`src/hw/rtl/cfa_pkg.sv`:
```
// Shared codes, widths and the pipeline item type of the constant-folding ALU.
package cfa_pkg;

    localparam int unsigned DATA_W    = 64;
    localparam int unsigned DIV_STEPS = DATA_W;

    localparam logic [4:0] OP_ADD    = 5'd0;
    localparam logic [4:0] OP_SUB    = 5'd1;
    localparam logic [4:0] OP_MUL    = 5'd2;
    localparam logic [4:0] OP_DIV    = 5'd3;
    localparam logic [4:0] OP_MOD    = 5'd4;
    localparam logic [4:0] OP_EQ     = 5'd5;
    localparam logic [4:0] OP_NE     = 5'd6;
    localparam logic [4:0] OP_LT     = 5'd7;
    localparam logic [4:0] OP_LE     = 5'd8;
    localparam logic [4:0] OP_GT     = 5'd9;
    localparam logic [4:0] OP_GE     = 5'd10;
    localparam logic [4:0] OP_AND    = 5'd11;
    localparam logic [4:0] OP_OR     = 5'd12;
    localparam logic [4:0] OP_XOR    = 5'd13;
    localparam logic [4:0] OP_SHL    = 5'd14;
    localparam logic [4:0] OP_SHR    = 5'd15;
    localparam logic [4:0] OP_NEG    = 5'd16;
    localparam logic [4:0] OP_BITNOT = 5'd17;
    localparam logic [4:0] OP_LOGNOT = 5'd18;
    localparam logic [4:0] OP_LOGAND = 5'd19;
    localparam logic [4:0] OP_LOGOR  = 5'd20;

    localparam logic [2:0] KIND_INT   = 3'd0;
    localparam logic [2:0] KIND_FLOAT = 3'd1;
    localparam logic [2:0] KIND_BOOL  = 3'd2;
    localparam logic [2:0] KIND_NIL   = 3'd3;
    localparam logic [2:0] KIND_STR   = 3'd4;

    localparam logic [1:0] RKIND_INT   = 2'd0;
    localparam logic [1:0] RKIND_FLOAT = 2'd1;
    localparam logic [1:0] RKIND_BOOL  = 2'd2;

    localparam logic [63:0] SIGN_BIT = 64'h8000_0000_0000_0000;

    typedef struct packed {
        logic        valid;
        logic        is_div;
        logic        is_mod;
        logic        folded;
        logic [1:0]  kind;
        logic [63:0] value;
        logic        q_neg;
        logic        r_neg;
        logic [63:0] rem;
        logic [63:0] quo;
        logic [63:0] dvs;
    } t_item;

endpackage

```
`src/hw/rtl/cfa_cell.sv`:
```
// One restoring-division step cell of the divider chain; carries the whole item along.
module cfa_cell
    import cfa_pkg::*;
(
    input  logic  i_clk,
    input  logic  i_rst_n,
    input  t_item i_item,
    output t_item o_item
);

    t_item       r_item;
    t_item       n_item;
    logic [64:0] shifted, trial;

    always_comb begin
        shifted = {i_item.rem, i_item.quo[63]};
        trial   = shifted - {1'b0, i_item.dvs};
        n_item  = i_item;
        if (!trial[64]) begin
            n_item.rem = trial[63:0];
            n_item.quo = {i_item.quo[62:0], 1'b1};
        end else begin
            n_item.rem = shifted[63:0];
            n_item.quo = {i_item.quo[62:0], 1'b0};
        end
    end

    always_ff @(posedge i_clk) begin
        if (!i_rst_n) begin
            r_item.valid <= 1'b0;
        end else begin
            r_item <= n_item;
        end
    end

    assign o_item = r_item;

endmodule

```
`config.mk`:
```
export PLATFORM = sky130hd
export DESIGN_NAME = cfa_cell
export DESIGN_NICKNAME = d
export VERILOG_FILES = /design/src/hw/rtl/cfa_pkg.sv /design/src/hw/rtl/cfa_cell.sv
export SDC_FILE = /design/constraint.sdc
export NUM_CORES = 1
export LEC_CHECK = 0
export BUFFER_PORTS_ARGS = -buffer_cell sky130_fd_sc_hd__buf_2
export CORE_AREA = 5 5 205 207
export CTS_CLUSTER_SIZE = 30
export DETAILED_ROUTE_END_ITERATION = 8
export DIE_AREA = 0 0 210 212
export SETUP_SLACK_MARGIN = 0.15
export SLEW_MARGIN = 15
export SYNTH_ARGS = -nofsm -noshare
export SYNTH_HDL_FRONTEND = slang
export SYNTH_SLANG_ARGS = --single-unit
```
`constraint.sdc`:
```
create_clock -name i_clk -period 6.1 [get_ports i_clk]
set_clock_uncertainty 0.15 [all_clocks]
set_input_delay 0.305 -clock i_clk [delete_from_list [all_inputs] [get_ports i_clk]]
set_output_delay 0.305 -clock i_clk [all_outputs]
set_load 0.02 [all_outputs]
```
Word-level counts from Yosys, hierarchy flattened:

Index checks and enable logic that the tools add are counted.

* bits in registers: 264
* input port bits: 266
* output and inout bits: 264
* word-level logic and storage cells: 13

* add/sub/neg operators: 1
* muxes and demuxes: 1

Operators by type and width (count)
* $mux 128: 1
* $sub 65x64->65: 1

Longest topological paths before layout:

Gate-level depths: netlist of the first run.

* word-level depth: 2
* gate-level depth with buffers: 14
* depth with buffers taken out: 13

Worst setup path before layout of the first run:

OpenSTA, ideal clock, no wires.

* kind: input-to-reg
* start: input port i_item[26] (netlist name)
* end: register r_item (netlist bit o_item[187]) (data pin)
* setup time: 262 ps
* arrival time: 3076 ps
* data required time: 5688 ps
* path slack: 2612 ps
* cell stages on the path: 10
* buffers on the path: 0
* path through: inv_1 ha_1 a21o_1 or4b_1 or4b_4 a311o_1 a211oi_2 o21ai_1 mux2i_1 mux2_1

RTL lines
* start: declaration: RTL line cfa_cell.sv:7 `input t_item i_item,`
* end signal: assignment: RTL line cfa_cell.sv:32 `r_item <= n_item;`
* end: declaration: RTL line cfa_cell.sv:11 `t_item r_item;`

==> flow_metrics.env, run 1 <==
export IMPL_status="completed"
export IMPL_switching_share=0.283
export IMPL_cp_required_ps=6250
export IMPL_power_switching_mw=1.63
export IMPL_cts_root_buf="clkbuf_16"
export IMPL_ys_top_cells_by_area="edfxtp_1 61%, ha_1 6.2%, mux2_1 4.2%"
export IMPL_slew_limit_headroom=0.263
export IMPL_cts_buffer_depth=3
export IMPL_first_global_vias=11900
export IMPL_grt_pass1_wl_um=71000
export IMPL_initial_utilization=0.323
export IMPL_yosysTopAreaCell="edfxtp_1"
export IMPL_viasPerCell=4.81
export IMPL_fmax_mhz=216
export IMPL_cp_cell_sequence="dlygate4sd3_1 -> buf_2 -> inv_1 -> ha_1 -> nand4_1 -> nor4b_2 -> nand4_1 -> o22a_1 -> a21oi_1 -> o21ai_1 -> and2_1 -> o211a_2 -> inv_2 -> buf_12 -> mux2_1"
export IMPL_synth_mux_area_frac=0.0544
export IMPL_crit_family="buffers and inverters"
export IMPL_synth_fa_ha_area_frac=0.0633
export IMPL_comb_power_share=0.239
export IMPL_rows=74
export IMPL_synth_net_count=1338
export IMPL_worstPathArrival_ps=4790
export IMPL_first_iter_violations=656
export IMPL_cts_buffers=30
export IMPL_core_area_mm2=0.0402
export IMPL_gp_congestion=0.903
export IMPL_routedWlPerCell_um=20.7
export IMPL_worst_pin_slew_ps=1090
export IMPL_p_int_mw=4.12
export IMPL_async_flop_share=0
export IMPL_synth_edf_count=263
export IMPL_ir_drop_mv=0.231
export IMPL_finalHoldViolCount=0
export IMPL_cts_max_level=1
export IMPL_rsz0062_at_grt="no"
export IMPL_seq_area_frac_synth=0.611
export IMPL_grt_usage=0.205
export IMPL_synthesis_area_mm2=0.0130
export IMPL_synth_seq_cells=264
export IMPL_synthToLayoutAreaGrowth_pct=54.2
export IMPL_place_hpwl_um=36100
export IMPL_die_area_mm2=0.0445
export IMPL_die_w_um=210
export IMPL_path_class="primary input to flop"
export IMPL_final_util=0.497
export IMPL_grt_max_degree=136
export IMPL_min_delay_path_class="primary input to flop"
export IMPL_cts_tree="built"
export IMPL_antenna_found_initial=3
export IMPL_dieHeight_um=212
export IMPL_drv_slew=0
export IMPL_cp_common_cell="nand4_1"
export IMPL_setup_tns_ps=0
export IMPL_grt_overflow=0
export IMPL_synthCells=1007
export IMPL_critPathBufInv=5
export IMPL_postCtsHoldBufs=262
export IMPL_clkTransAtPathRegs_ps=60
export IMPL_ys_warn_count=0
export IMPL_postCtsSetupBuffers=0
export IMPL_clock_power_share=0.366
export IMPL_layout_nets=2131
export IMPL_largest_reg_flops=264
export IMPL_period_share=0.760
export IMPL_synth_simple_gate_area_share=0.0781
export IMPL_cts_repair_resized=0
export IMPL_p_per_area_mw_per_mm2=288
export IMPL_synth_xor_area_frac=0.0385
export IMPL_whs_ps=48.7
export IMPL_dr_total_vias=11300
export IMPL_slowest_delay_ps=600
export IMPL_p_leak_nw=8.76
export IMPL_seqPwrFrac=0.396
export IMPL_worst_setup_path_startpoint="i_item[27]"
export IMPL_synth_area_per_cell_um2=12.9
export IMPL_ioPinCount=530
export IMPL_ys_flop_type="edfxtp_1"
export IMPL_cap_viol_max_count=0
export IMPL_first_pass_iters=5
export IMPL_cp_start_kind="primary input"
export IMPL_synth_top_family_by_area="compound AO/OA/AOI/OAI gates"
export IMPL_ys_types=72
export IMPL_slowest_stage="inv_2"
export IMPL_synth_top_area_frac=0.609
export IMPL_clock_sink_count=264
export IMPL_drc_errors=0
export IMPL_layout_setup_ws_ps=1460
export IMPL_period_needed_ps=4640
export IMPL_preCtsSetupSlack_ps=1310
export IMPL_portBuffers=529
export IMPL_wl_um=48900
export IMPL_setup_violations=0
export IMPL_cp_max_fo=33
export IMPL_end_kind="flop"
export IMPL_worstHoldStart="i_item[128]"
export IMPL_drive_above_1_share=0.329
export IMPL_postRouteAntennaNets=0
export IMPL_synth_compound_area_share=0.119
==> power groups by stage <==
stage	logic [mW]	registers, mW	clock network, mW
3_5_place_dp	1.23	2.31	0
4_1_cts	1.38	2.27	2.15
2_1_floorplan	0.484	2.56	0
6_report	1.37	2.28	2.10
3_3_place_gp	1.22	2.30	0
5_1_grt	1.47	2.29	2.23
==> Yosys cell counts, types with 3 or more instances <==
| library cell | instances |
|---|---|
| a211o_1 | 4 |
| a211oi_1 | 5 |
| a21boi_0 | 4 |
| a21o_1 | 32 |
| a21oi_1 | 78 |
| a311oi_1 | 5 |
| a31o_1 | 3 |
| a31oi_1 | 8 |
| and2_1 | 6 |
| and3_1 | 9 |
| and4_1 | 3 |
| buf_2 | 6 |
| clkbuf_1 | 26 |
| edfxtp_1 | 263 |
| ha_1 | 64 |
| inv_1 | 87 |
| mux2_1 | 48 |
| mux2_2 | 8 |
| mux2i_1 | 6 |
| nand2_1 | 62 |
| nand2b_1 | 8 |
| nand3_1 | 10 |
| nand4_1 | 22 |
| nor2_1 | 42 |
| nor2b_1 | 11 |
| nor3_1 | 8 |
| o2111ai_1 | 3 |
| o211ai_1 | 4 |
| o21a_1 | 6 |
| o21ai_0 | 19 |
| o21ai_1 | 17 |
| o21bai_1 | 15 |
| o22ai_1 | 3 |
| o31ai_1 | 5 |
| or2_1 | 4 |
| or3_1 | 3 |
| xnor2_1 | 34 |
| xor2_1 | 23 |
==> metrics by stage <==
stage                     cells  power (mW)  area, µm²
after floorplan            1007        3.04      13000
after global placement     2038        3.52      16200
after detailed placement   2038        3.54      16200
after CTS                  2356        5.80      20000
after global routing       2359        5.99      20000
final                      2359        5.75      20000
==> path summary, 6_finish.rpt <==
kind                 endpoint  slack (ps)  depth (start not counted)
setup / recovery  o_item[167]        1460                         15
hold / removal    o_item[129]          50                          3
==> area by class of cell <==
cell class | count | area [µm²]
tap | 532 | 666
timing repair buffer | 794 | 5330
clock buffer | 32 | 779
sequential | 264 | 7920
fill | 3569 | 20200
clock inverter | 24 | 375
inverter | 88 | 330
antenna | 3 | 7.51
multi-input combinational | 622 | 4590
==> kinds of logic (layout without fill, tap and decap cells) <==
| logic type | count (synthesis) | after routing |
|---|---|---|
| muxes | 63 | 63 |
| xor gates and xnor gates | 57 | 57 |
| adders and majority gates | 65 | 65 |
| and+or+nand+nor | 201 | 201 |
| other | 0 | 3 |
| buffers and inverters | 121 | 938 |
| AOI/OAI and AO/OA | 236 | 236 |
| DFF | 264 | 264 |
==> cells in the final DEF, fill, tap and decap left out, types with 11 or more instances in the layout <==
cell,n
o21ai_1,17
xor2_1,23
clkbuf_16,31
nor2_1,42
o21bai_1,15
dlygate4sd3_1,262
a21oi_1,78
nand4_1,22
mux2_1,48
inv_1,87
xnor2_1,34
nor2b_1,11
nand2_1,62
edfxtp_1,263
ha_1,64
buf_2,528
o21ai_0,19
a21o_1,32
==> layer usage <==
layer	vias up	GRT usage	share of wire
li1	5362	-	-
met1	5462	0.245	0.39
met2	428	0.357	0.49
met3	90	0.0490	0.071
met4	0	0.0833	0.043
met5	-	0	0
(Power assumes the default switching activity.)
==> run 2, diff against run 1 <==
--- a/config.mk
+++ b/config.mk
@@ -6,10 +6,10 @@
 export NUM_CORES = 1
 export LEC_CHECK = 0
 export BUFFER_PORTS_ARGS = -buffer_cell sky130_fd_sc_hd__buf_2
-export CORE_AREA = 5 5 205 207
+export CORE_AREA = 5 5 201 203
 export CTS_CLUSTER_SIZE = 30
 export DETAILED_ROUTE_END_ITERATION = 8
-export DIE_AREA = 0 0 210 212
+export DIE_AREA = 0 0 206 208
 export SETUP_SLACK_MARGIN = 0.15
 export SLEW_MARGIN = 15
 export SYNTH_ARGS = -nofsm -noshare
==> constraint.sdc (replaced) <==
create_clock -name i_clk -period 4.54 [get_ports i_clk]
set_clock_uncertainty 0.15 [all_clocks]
set_input_delay 0.227 -clock i_clk [delete_from_list [all_inputs] [get_ports i_clk]]
set_output_delay 0.227 -clock i_clk [all_outputs]
set_load 0.02 [all_outputs]
==> run 2 against run 1 <==
Net effect: die area fell by 3.8%; clock power increased by 12%; sequential power is 34% higher; flip-flop and latch count stayed put; core utilization up 2.1 points; first-iteration DRC count is 6.9% lower; non-clock buffer count increased by 8; combinational power is 35% higher; critical path depth is 2 lower; sequential share of layout area increased by 0.29 points; total power grew 26%.
==> flow_metrics.env, run 2 (same netlist as run 1, synthesis figures left out) <==
export IMPL_cts_buffer_depth=3
export IMPL_die_w_um=206
export IMPL_grt_usage=0.215
export IMPL_dp_cells=2031
export IMPL_grt_pass1_wl_um=72000
export IMPL_viasPerCell=4.87
export IMPL_layout_nets=2139
export IMPL_rows=72
export IMPL_die_area_mm2=0.0428
export IMPL_path_class="primary input to flop"
export IMPL_dr_total_vias=11500
export IMPL_whs_ps=127
export IMPL_setup_tns_ps=0
export IMPL_finalHoldViolCount=0
export IMPL_end_kind="flop"
export IMPL_p_per_area_mw_per_mm2=366
export IMPL_cp_max_fo=5
export IMPL_status="completed"
export IMPL_fin_area_mm2=0.0198
export IMPL_period_share=0.891
export IMPL_ioPinCount=530
export IMPL_cp_cell_sequence="dlygate4sd3_1 -> buf_2 -> inv_1 -> ha_1 -> a21oi_2 -> nor2_1 -> or4b_1 -> or4b_4 -> a311o_1 -> a211oi_2 -> o21ai_1 -> mux2i_1 -> mux2_1"
export IMPL_place_hpwl_um=35800
export IMPL_antenna_found_initial=7
export IMPL_clock_sink_count=264
export IMPL_initial_utilization=0.339
export IMPL_setup_violations=0
export IMPL_cts_buffers=30
export IMPL_routedWlPerCell_um=20.8
export IMPL_critPathBufInv=3
export IMPL_grt_overflow=0
export IMPL_first_iter_violations=611
export IMPL_preCtsSetupSlack_ps=415
export IMPL_layout_setup_ws_ps=497
export IMPL_dieHeight_um=208
export IMPL_grt_max_degree=126
export IMPL_fillers=3286
export IMPL_clkTransAtPathRegs_ps=60
export IMPL_worstPathArrival_ps=4200
export IMPL_final_common_cell="buf_2"
export IMPL_drc_errors=0
export IMPL_cts_tree="built"
export IMPL_slowest_delay_ps=620
export IMPL_cp_start_kind="primary input"
export IMPL_cts_root_buf="clkbuf_16"
export IMPL_wl_um=48900
export IMPL_period_needed_ps=4040
export IMPL_final_util=0.518
export IMPL_cp_required_ps=4700
export IMPL_power_mw=7.27
export IMPL_fmax_mhz=247
export IMPL_postCtsSetupBuffers=0
export IMPL_synthToLayoutAreaGrowth_pct=53.1
export IMPL_slowest_stage="or4b_4"
export IMPL_finalNonFillerCells=2355
export IMPL_first_pass_iters=5
export IMPL_crit_family="simple AND/OR/NAND/NOR gates"
export IMPL_first_global_vias=12100
export IMPL_postRouteAntennaNets=0
export IMPL_portBuffers=529
export IMPL_cts_max_level=1
export IMPL_slew_limit_headroom=0.338
export IMPL_drive_above_1_share=0.330
export IMPL_ir_drop_mv=0.283
export IMPL_p_leak_nw=8.70
export IMPL_rsz0062_at_grt="no"
export IMPL_cap_viol_max_count=0
export IMPL_layout_common_cells="528 x buf_2, 263 x dlygate4sd3_1, 263 x edfxtp_1"
export IMPL_core_area_mm2=0.0383
export IMPL_min_delay_path_class="primary input to flop"
export IMPL_worst_pin_slew_ps=992
export IMPL_gp_congestion=0.881
export IMPL_drv_slew=0
export IMPL_place_area_mm2=0.0162
export IMPL_largest_reg_flops=264
## run 2: cell count changes in the layout (fill, tap and decap cells not counted), sizes merged
cell	before	now
buf	532	539
clkbuf	32	36
bufinv	10	1
inv	88	93
dlygate4sd3	262	263
clkinv	13	9
clkinvlp	1	4
diode	3	6
## run 2: power breakdown
part / switching (mW) / total, mW / internal [mW]
sequential: 0.0681 / 3.06 / 2.99
combinational: 1.10 / 1.85 / 0.753
clock: 1.04 / 2.36 / 1.32
total: 2.20 / 7.27 / 5.06
## run 2: final cells by class
type | count | area [µm²] | share of cell area
Antenna cell | 6 | 15.0 | 0.000757
Clock buffer | 36 | 795 | 0.0400
Clock inverter | 19 | 160 | 0.00807
Inverter | 88 | 330 | 0.0166
Multi-Input combinational cell | 622 | 4590 | 0.231
Sequential cell | 264 | 7920 | 0.399
Tap cell | 518 | 648 | 0.0327
Timing Repair Buffer | 802 | 5390 | 0.272
## run 2: metal layers
layer,vias to the layer above,wire length (µm),track usage
met5,-,13,0
met4,2,2120,0.0863
met3,103,4070,0.0537
met2,499,23800,0.373
met1,5491,18900,0.254
li1,5384,-,-
## run 2: what timing repair did
action                                  in CTS  in global routing
resized for setup                            0                  1
hold buffers                               263                  0
endpoints found under the setup margin       0                 22
hold endpoints to repair                   263                  0
## run 2: worst paths after layout
kind / from / end / cells past startpoint
worst max-delay path: i_item[24] / o_item[187] / 13
worst min-delay path: i_rst_n / o_item[108] / 1
